## config.mk

```make
export PLATFORM = sky130hd
export DESIGN_NAME = fifo_handle_pool_allocator
export DESIGN_NICKNAME = d
export VERILOG_FILES = /design/src/rtl/core/fhpa_pkg.sv /design/src/rtl/core/fhpa_bitmap.sv /design/src/rtl/core/fhpa_ring.sv /design/src/rtl/core/fifo_handle_pool_allocator.sv
export VERILOG_INCLUDE_DIRS = /design/src /design/src/rtl/core
export SDC_FILE = /design/constraint.sdc
export NUM_CORES = 2
export LEC_CHECK = 0
export BUFFER_PORTS_ARGS = -buffer_cell sky130_fd_sc_hd__buf_4
export CAP_MARGIN = 20
export CORE_MARGIN = 1.5
export CORE_UTILIZATION = 50
export CTS_CLUSTER_DIAMETER = 120
export DETAILED_ROUTE_END_ITERATION = 12
export PLACE_DENSITY = 0.7
export RECOVER_POWER = 50
export SKIP_CTS_REPAIR_TIMING = 1
export SLEW_MARGIN = 40
export SYNTH_ARGS = -nofsm -noshare
export SYNTH_HDL_FRONTEND = slang
export SYNTH_HIERARCHICAL = 1
export SYNTH_SLANG_ARGS = --single-unit
```

## constraint.sdc

```tcl
create_clock -name clock -period 23.2 [get_ports clock]
set_input_delay 1.16 -clock clock [delete_from_list [all_inputs] [get_ports clock]]
set_output_delay 1.16 -clock clock [all_outputs]
set_load 0.02 [all_outputs]
```

## src/rtl/core/fifo_handle_pool_allocator_macros.svh

```systemverilog
// assertion macros for the handle pool allocator
`ifndef FIFO_HANDLE_POOL_ALLOCATOR_MACROS_SVH
`define FIFO_HANDLE_POOL_ALLOCATOR_MACROS_SVH

`ifndef SYNTH
`define FHPA_ASSERT(lbl, prop) \
   lbl: assert property (@(posedge clock) disable iff (reset) (prop)) \
      else $error("fhpa assertion failed");
`define FHPA_ASSERT_IMP(lbl, ante, cons) \
   lbl: assert property (@(posedge clock) disable iff (reset) (ante) |-> (cons)) \
      else $error("fhpa implication failed");
`define FHPA_ASSERT_NXT(lbl, ante, cons) \
   lbl: assert property (@(posedge clock) disable iff (reset) (ante) |=> (cons)) \
      else $error("fhpa next-cycle check failed");
`else
`define FHPA_ASSERT(lbl, prop)
`define FHPA_ASSERT_IMP(lbl, ante, cons)
`define FHPA_ASSERT_NXT(lbl, ante, cons)
`endif

`endif

```

## src/rtl/core/fhpa_pkg.sv

```systemverilog
package fhpa_pkg;

   localparam int POOL_SIZE  = 256;
   localparam int POOL_LIMIT = (POOL_SIZE < 256) ? POOL_SIZE : 256;
   localparam int HANDLE_W   = 8;
   localparam int IDX_W      = (POOL_LIMIT > 1) ? $clog2(POOL_LIMIT) : 1;
   localparam int CNT_W      = $clog2(POOL_LIMIT + 1);
   localparam int CMP_W      = (CNT_W > HANDLE_W) ? CNT_W : HANDLE_W;

   typedef logic [HANDLE_W-1:0] handle_type;
   typedef logic [IDX_W-1:0]    idx_type;
   typedef logic [CNT_W-1:0]    cnt_type;
   typedef logic [CNT_W:0]      sum_type;
   typedef logic [CMP_W-1:0]    cmp_type;

   localparam logic [1:0] OP_ALLOC   = 2'd0;
   localparam logic [1:0] OP_TRY     = 2'd1;
   localparam logic [1:0] OP_RELEASE = 2'd2;

   localparam logic [1:0] ST_OK          = 2'd0;
   localparam logic [1:0] ST_EXHAUSTED   = 2'd1;
   localparam logic [1:0] ST_EMPTY       = 2'd2;
   localparam logic [1:0] ST_BAD_RELEASE = 2'd3;

   typedef struct packed {
      logic [1:0] opcode;
      handle_type release_handle;
   } req_type;

   typedef struct packed {
      handle_type granted_handle;
      logic [1:0] status;
   } rsp_type;

   typedef struct packed {
      logic       pop;
      logic       push;
      handle_type push_data;
   } ring_ctl_type;

   typedef struct packed {
      logic empty;
      logic full;
   } ring_sts_type;

   typedef struct packed {
      logic    en;
      idx_type idx;
      logic    value;
   } bmp_wr_type;

endpackage

```

## src/rtl/core/fhpa_bitmap.sv

```systemverilog
module fhpa_bitmap (
   input  logic                 clock,
   input  logic                 rd_en,
   input  fhpa_pkg::idx_type    rd_idx,
   input  fhpa_pkg::bmp_wr_type wr,
   output logic                 rd_data
);

   logic mem [fhpa_pkg::POOL_LIMIT];
   logic rd_data_ff;

   always_ff @(posedge clock) begin
      if (wr.en) begin
         mem[wr.idx] <= wr.value;
      end
      if (rd_en) begin
         rd_data_ff <= mem[rd_idx];
      end
   end

   assign rd_data = rd_data_ff;

endmodule

```

## src/rtl/core/fhpa_ring.sv

```systemverilog
`include "fifo_handle_pool_allocator_macros.svh"

module fhpa_ring (
   input  logic                   clock,
   input  logic                   reset,
   input  logic                   rd_en,
   input  fhpa_pkg::ring_ctl_type ctl,
   output fhpa_pkg::handle_type   rd_data,
   output fhpa_pkg::ring_sts_type sts
);

   fhpa_pkg::handle_type mem [fhpa_pkg::POOL_LIMIT];
   fhpa_pkg::handle_type rd_data_ff;
   fhpa_pkg::idx_type    head_ff, head_in;
   fhpa_pkg::cnt_type    count_ff, count_in;
   fhpa_pkg::sum_type    tail_sum;
   fhpa_pkg::idx_type    tail_idx;

   // tail = head + count, wrapped once at the pool limit
   always_comb begin
      tail_sum = fhpa_pkg::sum_type'(head_ff) + fhpa_pkg::sum_type'(count_ff);
      if (tail_sum >= fhpa_pkg::sum_type'(fhpa_pkg::POOL_LIMIT)) begin
         tail_idx = fhpa_pkg::idx_type'(tail_sum
                    - fhpa_pkg::sum_type'(fhpa_pkg::POOL_LIMIT));
      end else begin
         tail_idx = fhpa_pkg::idx_type'(tail_sum);
      end
   end

   always_comb begin
      head_in  = head_ff;
      count_in = count_ff;
      if (ctl.pop) begin
         if (head_ff == fhpa_pkg::idx_type'(fhpa_pkg::POOL_LIMIT - 1)) begin
            head_in = '0;
         end else begin
            head_in = head_ff + fhpa_pkg::idx_type'(1);
         end
         count_in = count_ff - fhpa_pkg::cnt_type'(1);
      end else if (ctl.push) begin
         count_in = count_ff + fhpa_pkg::cnt_type'(1);
      end
   end

   always_ff @(posedge clock) begin
      if (reset) begin
         head_ff  <= '0;
         count_ff <= '0;
      end else begin
         head_ff  <= head_in;
         count_ff <= count_in;
      end
   end

   always_ff @(posedge clock) begin
      if (ctl.push) begin
         mem[tail_idx] <= ctl.push_data;
      end
      if (rd_en) begin
         rd_data_ff <= mem[head_ff];
      end
   end

   assign rd_data   = rd_data_ff;
   assign sts.empty = (count_ff == '0);
   assign sts.full  = (count_ff == fhpa_pkg::cnt_type'(fhpa_pkg::POOL_LIMIT));

   `FHPA_ASSERT_IMP(a_pop_not_empty, ctl.pop, !sts.empty)
   `FHPA_ASSERT_IMP(a_push_not_full, ctl.push, !sts.full)
   `FHPA_ASSERT(a_no_push_and_pop, !(ctl.push && ctl.pop))
   `FHPA_ASSERT(a_count_bound, count_ff <= fhpa_pkg::cnt_type'(fhpa_pkg::POOL_LIMIT))

endmodule

```

## src/rtl/core/fifo_handle_pool_allocator.sv

```systemverilog
// channel  dir  beat                                    handshake
// req      in   opcode, release_handle (req_type)       req_valid / req_ready
// rsp      out  granted_handle, status (rsp_type)       rsp_valid / rsp_ready
//
// one req at a time: the ring head and bitmap are read through registers, so
// the accept edge loads those read registers, and the execute stage then writes
// back and loads the rsp register; req_ready is low while the execute stage is full
// a stalled rsp register holds that stage; a new req is taken while rsp waits
// synchronous reset clears pointers and counts; bitmap entries at or above
// the fresh counter read as free, so no clearing pass is needed
`include "fifo_handle_pool_allocator_macros.svh"

module fifo_handle_pool_allocator (
   input  logic              clock,
   input  logic              reset,
   input  logic              req_valid,
   output logic              req_ready,
   input  fhpa_pkg::req_type req_payload,
   output logic              rsp_valid,
   input  logic              rsp_ready,
   output fhpa_pkg::rsp_type rsp_payload
);

   logic                   busy_ff, busy_in;
   logic [1:0]             op_ff;
   fhpa_pkg::handle_type   rel_ff;
   fhpa_pkg::cnt_type      fresh_ff, fresh_in;
   logic                   rsp_valid_ff, rsp_valid_in;
   fhpa_pkg::rsp_type      rsp_ff, rsp_in;

   logic                   req_accept;
   logic                   exec_fire;
   logic                   bmp_rd_data;
   logic                   rel_in_use;
   fhpa_pkg::handle_type   ring_rd_data;
   fhpa_pkg::ring_ctl_type ring_ctl;
   fhpa_pkg::ring_sts_type ring_sts;
   fhpa_pkg::bmp_wr_type   bmp_wr;
   fhpa_pkg::rsp_type      res;

   assign req_ready  = !busy_ff;
   assign req_accept = req_valid && !busy_ff;
   assign exec_fire  = busy_ff && (!rsp_valid_ff || rsp_ready);

   fhpa_bitmap u_bitmap (
      .clock   (clock),
      .rd_en   (req_accept),
      .rd_idx  (req_payload.release_handle[fhpa_pkg::IDX_W-1:0]),
      .wr      (bmp_wr),
      .rd_data (bmp_rd_data)
   );

   fhpa_ring u_ring (
      .clock   (clock),
      .reset   (reset),
      .rd_en   (req_accept),
      .ctl     (ring_ctl),
      .rd_data (ring_rd_data),
      .sts     (ring_sts)
   );

   // entries at or above the fresh counter were never handed out
   assign rel_in_use = (fhpa_pkg::cmp_type'(rel_ff) < fhpa_pkg::cmp_type'(fresh_ff))
                       && bmp_rd_data;

   always_comb begin
      ring_ctl = '0;
      bmp_wr   = '0;
      fresh_in = fresh_ff;
      res      = '0;
      unique case (op_ff)
         fhpa_pkg::OP_ALLOC: begin
            if (!ring_sts.empty) begin
               res.granted_handle = ring_rd_data;
               ring_ctl.pop       = exec_fire;
               bmp_wr.en          = exec_fire;
               bmp_wr.idx         = ring_rd_data[fhpa_pkg::IDX_W-1:0];
               bmp_wr.value       = 1'b1;
            end else if (fresh_ff != fhpa_pkg::cnt_type'(fhpa_pkg::POOL_LIMIT)) begin
               res.granted_handle = fhpa_pkg::handle_type'(fresh_ff);
               bmp_wr.en          = exec_fire;
               bmp_wr.idx         = fresh_ff[fhpa_pkg::IDX_W-1:0];
               bmp_wr.value       = 1'b1;
               if (exec_fire) begin
                  fresh_in = fresh_ff + fhpa_pkg::cnt_type'(1);
               end
            end else begin
               res.status = fhpa_pkg::ST_EXHAUSTED;
            end
         end
         fhpa_pkg::OP_TRY: begin
            if (!ring_sts.empty) begin
               res.granted_handle = ring_rd_data;
               ring_ctl.pop       = exec_fire;
               bmp_wr.en          = exec_fire;
               bmp_wr.idx         = ring_rd_data[fhpa_pkg::IDX_W-1:0];
               bmp_wr.value       = 1'b1;
            end else begin
               res.status = fhpa_pkg::ST_EMPTY;
            end
         end
         fhpa_pkg::OP_RELEASE: begin
            if (!rel_in_use || ring_sts.full) begin
               res.status = fhpa_pkg::ST_BAD_RELEASE;
            end else begin
               ring_ctl.push      = exec_fire;
               ring_ctl.push_data = rel_ff;
               bmp_wr.en          = exec_fire;
               bmp_wr.idx         = rel_ff[fhpa_pkg::IDX_W-1:0];
               bmp_wr.value       = 1'b0;
            end
         end
         default: begin
            res = '0;
         end
      endcase
   end

   always_comb begin
      busy_in      = busy_ff;
      rsp_valid_in = rsp_valid_ff;
      rsp_in       = rsp_ff;
      if (req_accept) begin
         busy_in = 1'b1;
      end else if (exec_fire) begin
         busy_in = 1'b0;
      end
      if (exec_fire) begin
         rsp_valid_in = 1'b1;
         rsp_in       = res;
      end else if (rsp_ready) begin
         rsp_valid_in = 1'b0;
      end
   end

   always_ff @(posedge clock) begin
      if (reset) begin
         busy_ff      <= 1'b0;
         rsp_valid_ff <= 1'b0;
         fresh_ff     <= '0;
      end else begin
         busy_ff      <= busy_in;
         rsp_valid_ff <= rsp_valid_in;
         fresh_ff     <= fresh_in;
      end
   end

   always_ff @(posedge clock) begin
      if (req_accept) begin
         op_ff  <= req_payload.opcode;
         rel_ff <= req_payload.release_handle;
      end
      rsp_ff <= rsp_in;
   end

   assign rsp_valid   = rsp_valid_ff;
   assign rsp_payload = rsp_ff;

   `FHPA_ASSERT_NXT(a_fire_loads_rsp, exec_fire, rsp_valid_ff)
   `FHPA_ASSERT_IMP(a_pop_only_alloc, ring_ctl.pop,
      (op_ff == fhpa_pkg::OP_ALLOC) || (op_ff == fhpa_pkg::OP_TRY))
   `FHPA_ASSERT_IMP(a_push_only_release, ring_ctl.push,
      (op_ff == fhpa_pkg::OP_RELEASE) && rel_in_use)
   `FHPA_ASSERT(a_fresh_bound, fresh_ff <= fhpa_pkg::cnt_type'(fhpa_pkg::POOL_LIMIT))

endmodule
```

==> summary.md <==
| Metric | Value |
|---|---|
| Status | complete, but fails checks |
| Failing checks | max-capacitance violations, max-slew violations |
| Register share of total power | 0.559 |
| Reg2Reg Launch Point | fresh_ff[6] |
| Hold violation count in the final report | 0 |
| Clk_skew | 0.07134 ns |
| Critical Path RT | 23.00 ns |
| R2R Setup Slk | 10.02 ns |
| Worst slew pin tran | 7.623 ns |
| P_sw | 1.642 mW |
| Antenna Nets Post-Route | 0 |
| Area leader, netlist | edfxtp_1 |
| Most frequent cells in the layout | 2333 x edfxtp_1, 591 x nor2_1, 452 x mux4_2, 230 x mux2i_1, 226 x clkbuf_16 |
| DR vias | a little under 50000 |
| Max cap viols | 39 |
| Mapped cell area | between 0.09 and 0.1 mm2 |
| Clock Latency Late Sink | 0.88 ns |
| Syn nets | approximately 4900 |
| Worst min path class | in2reg |
| Syn Inst Count | 4857 |
| Sequential area share after synthesis | 0.7495 |
| Power Dens Cells | ~80 mW/mm2 |
| Clock buffer depth | 3 |
| Clock root buffer | clkbuf_16 |
| Worst setup SP type | flop |
| Final hold slack | 0.5018 ns |
| Pin count of the biggest net entering global routing | 258 |
| Element type at the critical path end | flop |
| Layout net count | 4945 |
| Worst stage delay on the critical path | 4.34 ns |
| Min-delay src | req_payload[8] |
| Most used DFF post-synth | edfxtp_1 |
| Total GRT Usage | 0.2429 |
| Commonest non-fill, non-tap cell in the layout | edfxtp_1 |
| H-tree levels | 4 |
| Mean area per synthesized cell | 19.40 um2 |
| CP arrival | about 13 ns |
| Flops & latches, synth | 2361 |
| CP startpoint | fresh_ff[6] |
| Global-route wire length before repair | 337400 um |
| Layout area overhead | 10.11% |
| Initial antenna violation count | 6 |
| Port Buffers | 25 |
| Core box area | ~0.19 mm2 |
| Initial Util | 0.5027 |
| Static leakage | 30.80 nW |
| Top area cells in the synthesized netlist | edfxtp_1 74%, mux4_2 11%, nor2_1 2.5% |
| Max Slew Vio Count | 2583 |
| Peak VDD IR | around 0.000066 V |
| Final worst-path cycle share | 0.5681 |
| Gr ovfl total | 0 |
| Drt initial violations | 6622 |
| Shortest clock period the worst path allows after layout | 13.18 ns |
| Drt drc | 0 |
| Final wirelength | 233400 um |
| Die Area | 0.1910 mm2 |
| Share of cells above drive strength 1 | 0.1794 |
| Fraction of registers with async set/reset | 0 |
| 1st-pass router iterations | 8 |
| Crit path buf inv count | 4 |
| Clock power frac | 0.430 |
| Vias in the first global route | 48160 |
| Avg WL per Cell | 30.75 um |
| Worst path slowest cell | clkbuf_1 |
| FMAX | between 70 and 80 MHz |
| Row Count | 159 |
| Comb power frac | 0.011 |
| Sw Share | 0.1971 |
| EDFF count, synth | 2333 |
| CTS Buf Count | ~220 |
| Internal cell power | 6.688 mW |
| CTS Sinks | 2361 |
| CTS tree | yes |
| Setup violations, final | 0 |
| Crit Path Max Fanout | 124 |
| Avg Vias per Cell | around 6.4 |
| Yosys warns | 6 |
| DP Wirelength | 137200 um |
| Max_slew headroom | -4.082 |
| GPL Wtd Cong | 0.8720 |
| Die Y | 437.1 um |
| Yosys cell types | 85 |
| Top-area cell type share of the netlist area | 0.7436 |
| Worst-path clk slew | 0.06 ns |
| Final setup TNS | 0 ns |
| Ports | 26 |
| Fill count | between 10000 and 15000 |
| CP Class | reg2reg |
| Die Wd | 437.1 um |
| Worst path top cell family by delay | buffers and inverters |
| Most common cell on crit path | clkbuf_1 |
| RSZ-0062 raised after global routing | false |
| CP Cell Sequence | inv_1, ha_1, a211oi_1, o311ai_0, a2111oi_4, clkbuf_1, and2_0, clkbuf_1, clkbuf_1 |
[worst paths after layout]
check | endpoint | cells past startpoint
setup / recovery | u_ring/mem[197][7] | 9
hold / removal | op_ff[0] | 1
setup reg to reg | u_ring/mem[197][7] | 9
hold reg to reg | fresh_ff[7] | 2
[power by group through the flow]
stage          combinational [mW]  clock (mW)  sequential, mW
6_report                   0.0880        3.58            4.66
2_1_floorplan              0.0540           0            4.75
3_5_place_dp               0.0904           0            4.74
3_3_place_gp               0.0875           0            4.74
4_1_cts                    0.0904        3.63            4.65
5_1_grt                    0.0942        3.79            4.66
[flip-flops by register name (all words and copies together), names as in the netlist, 2 cells and up]
register	flops
fresh_ff	9
u_ring/count_ff	9
u_bitmap/mem	256
u_ring/head_ff	8
rel_ff	8
rsp_payload	10
u_ring/mem	2048
u_ring/rd_data	8
op_ff	2
[worst register-to-register path, stage by stage (launching register included)]
cell and delay, ns:
dfxtp_1 0.40, inv_1 0.08, ha_1 0.30, a211oi_1 0.20, o311ai_0 0.32, a2111oi_4 0.39, clkbuf_1 0.56, and2_0 1.98
clkbuf_1 3.35, clkbuf_1 4.40
[area by class of cell]
type	instances	area, um2	area share
Sequential cell	2361	70630	0.6808
Multi-Input combinational cell	2183	21860	0.2107
Clock buffer	266	5806	0.05596
Tap cell	2495	3122	0.03009
Clock inverter	147	1416	0.01365
Timing Repair Buffer	108	789.5	0.007610
Inverter	29	113.9	0.001097
Antenna cell	1	2.502	0.00002412
[metrics by stage]
step	total power, mW	setup slack [ns]	util	instance area [um2]	cells
floorplan	4.806	13.73	-	94220	4857
global placement	4.830	18.12	0.5147	96450	7166
detailed placement	4.833	18.25	0.5160	96700	7171
CTS	8.371	18.24	0.5545	103900	7584
global route	8.537	9.275	0.5536	103700	7589
finish	8.331	10.02	0.5536	103700	7590
[routing by layer]
layer / up-vias / GRT usage / wire length (um)
li1: 19890 / - / -
met1: 25370 / 0.3437 / 90560
met2: 2863 / 0.3751 / 109500
met3: 473 / 0.05554 / 25300
met4: 6 / 0.08277 / 7869
met5: - / 0 / 154
[cells by family (layout without fill, tap and decap cells)]
logic type | after synthesis | count (layout) | share of synthesized area
fa+ha+maj | 26 | 26 | 0.003612
compound gates | 453 | 453 | 0.03372
flops | 2361 | 2361 | 0.7495
other cells | 0 | 1 | 0
simple gates | 946 | 946 | 0.04282
mux | 740 | 740 | 0.1482
buf+inv | 313 | 550 | 0.02046
xor+xnor | 18 | 18 | 0.001673
[Yosys cell counts (all sizes together) (25+ instances only)]
| library cell | number |
|---|---|
| nor3 | 25 |
| inv | 29 |
| buf | 180 |
| mux2i | 230 |
| o221ai | 26 |
| nor2b | 31 |
| a21oi | 77 |
| clkbuf | 102 |
| o21ai | 57 |
| a22oi | 39 |
| a221oi | 29 |
| nand2 | 134 |
| mux4 | 507 |
| nand3 | 35 |
| edfxtp | 2333 |
| o22ai | 72 |
| nor2 | 616 |
| dfxtp | 28 |
| a211oi | 41 |
(Power assumes the default switching activity.)
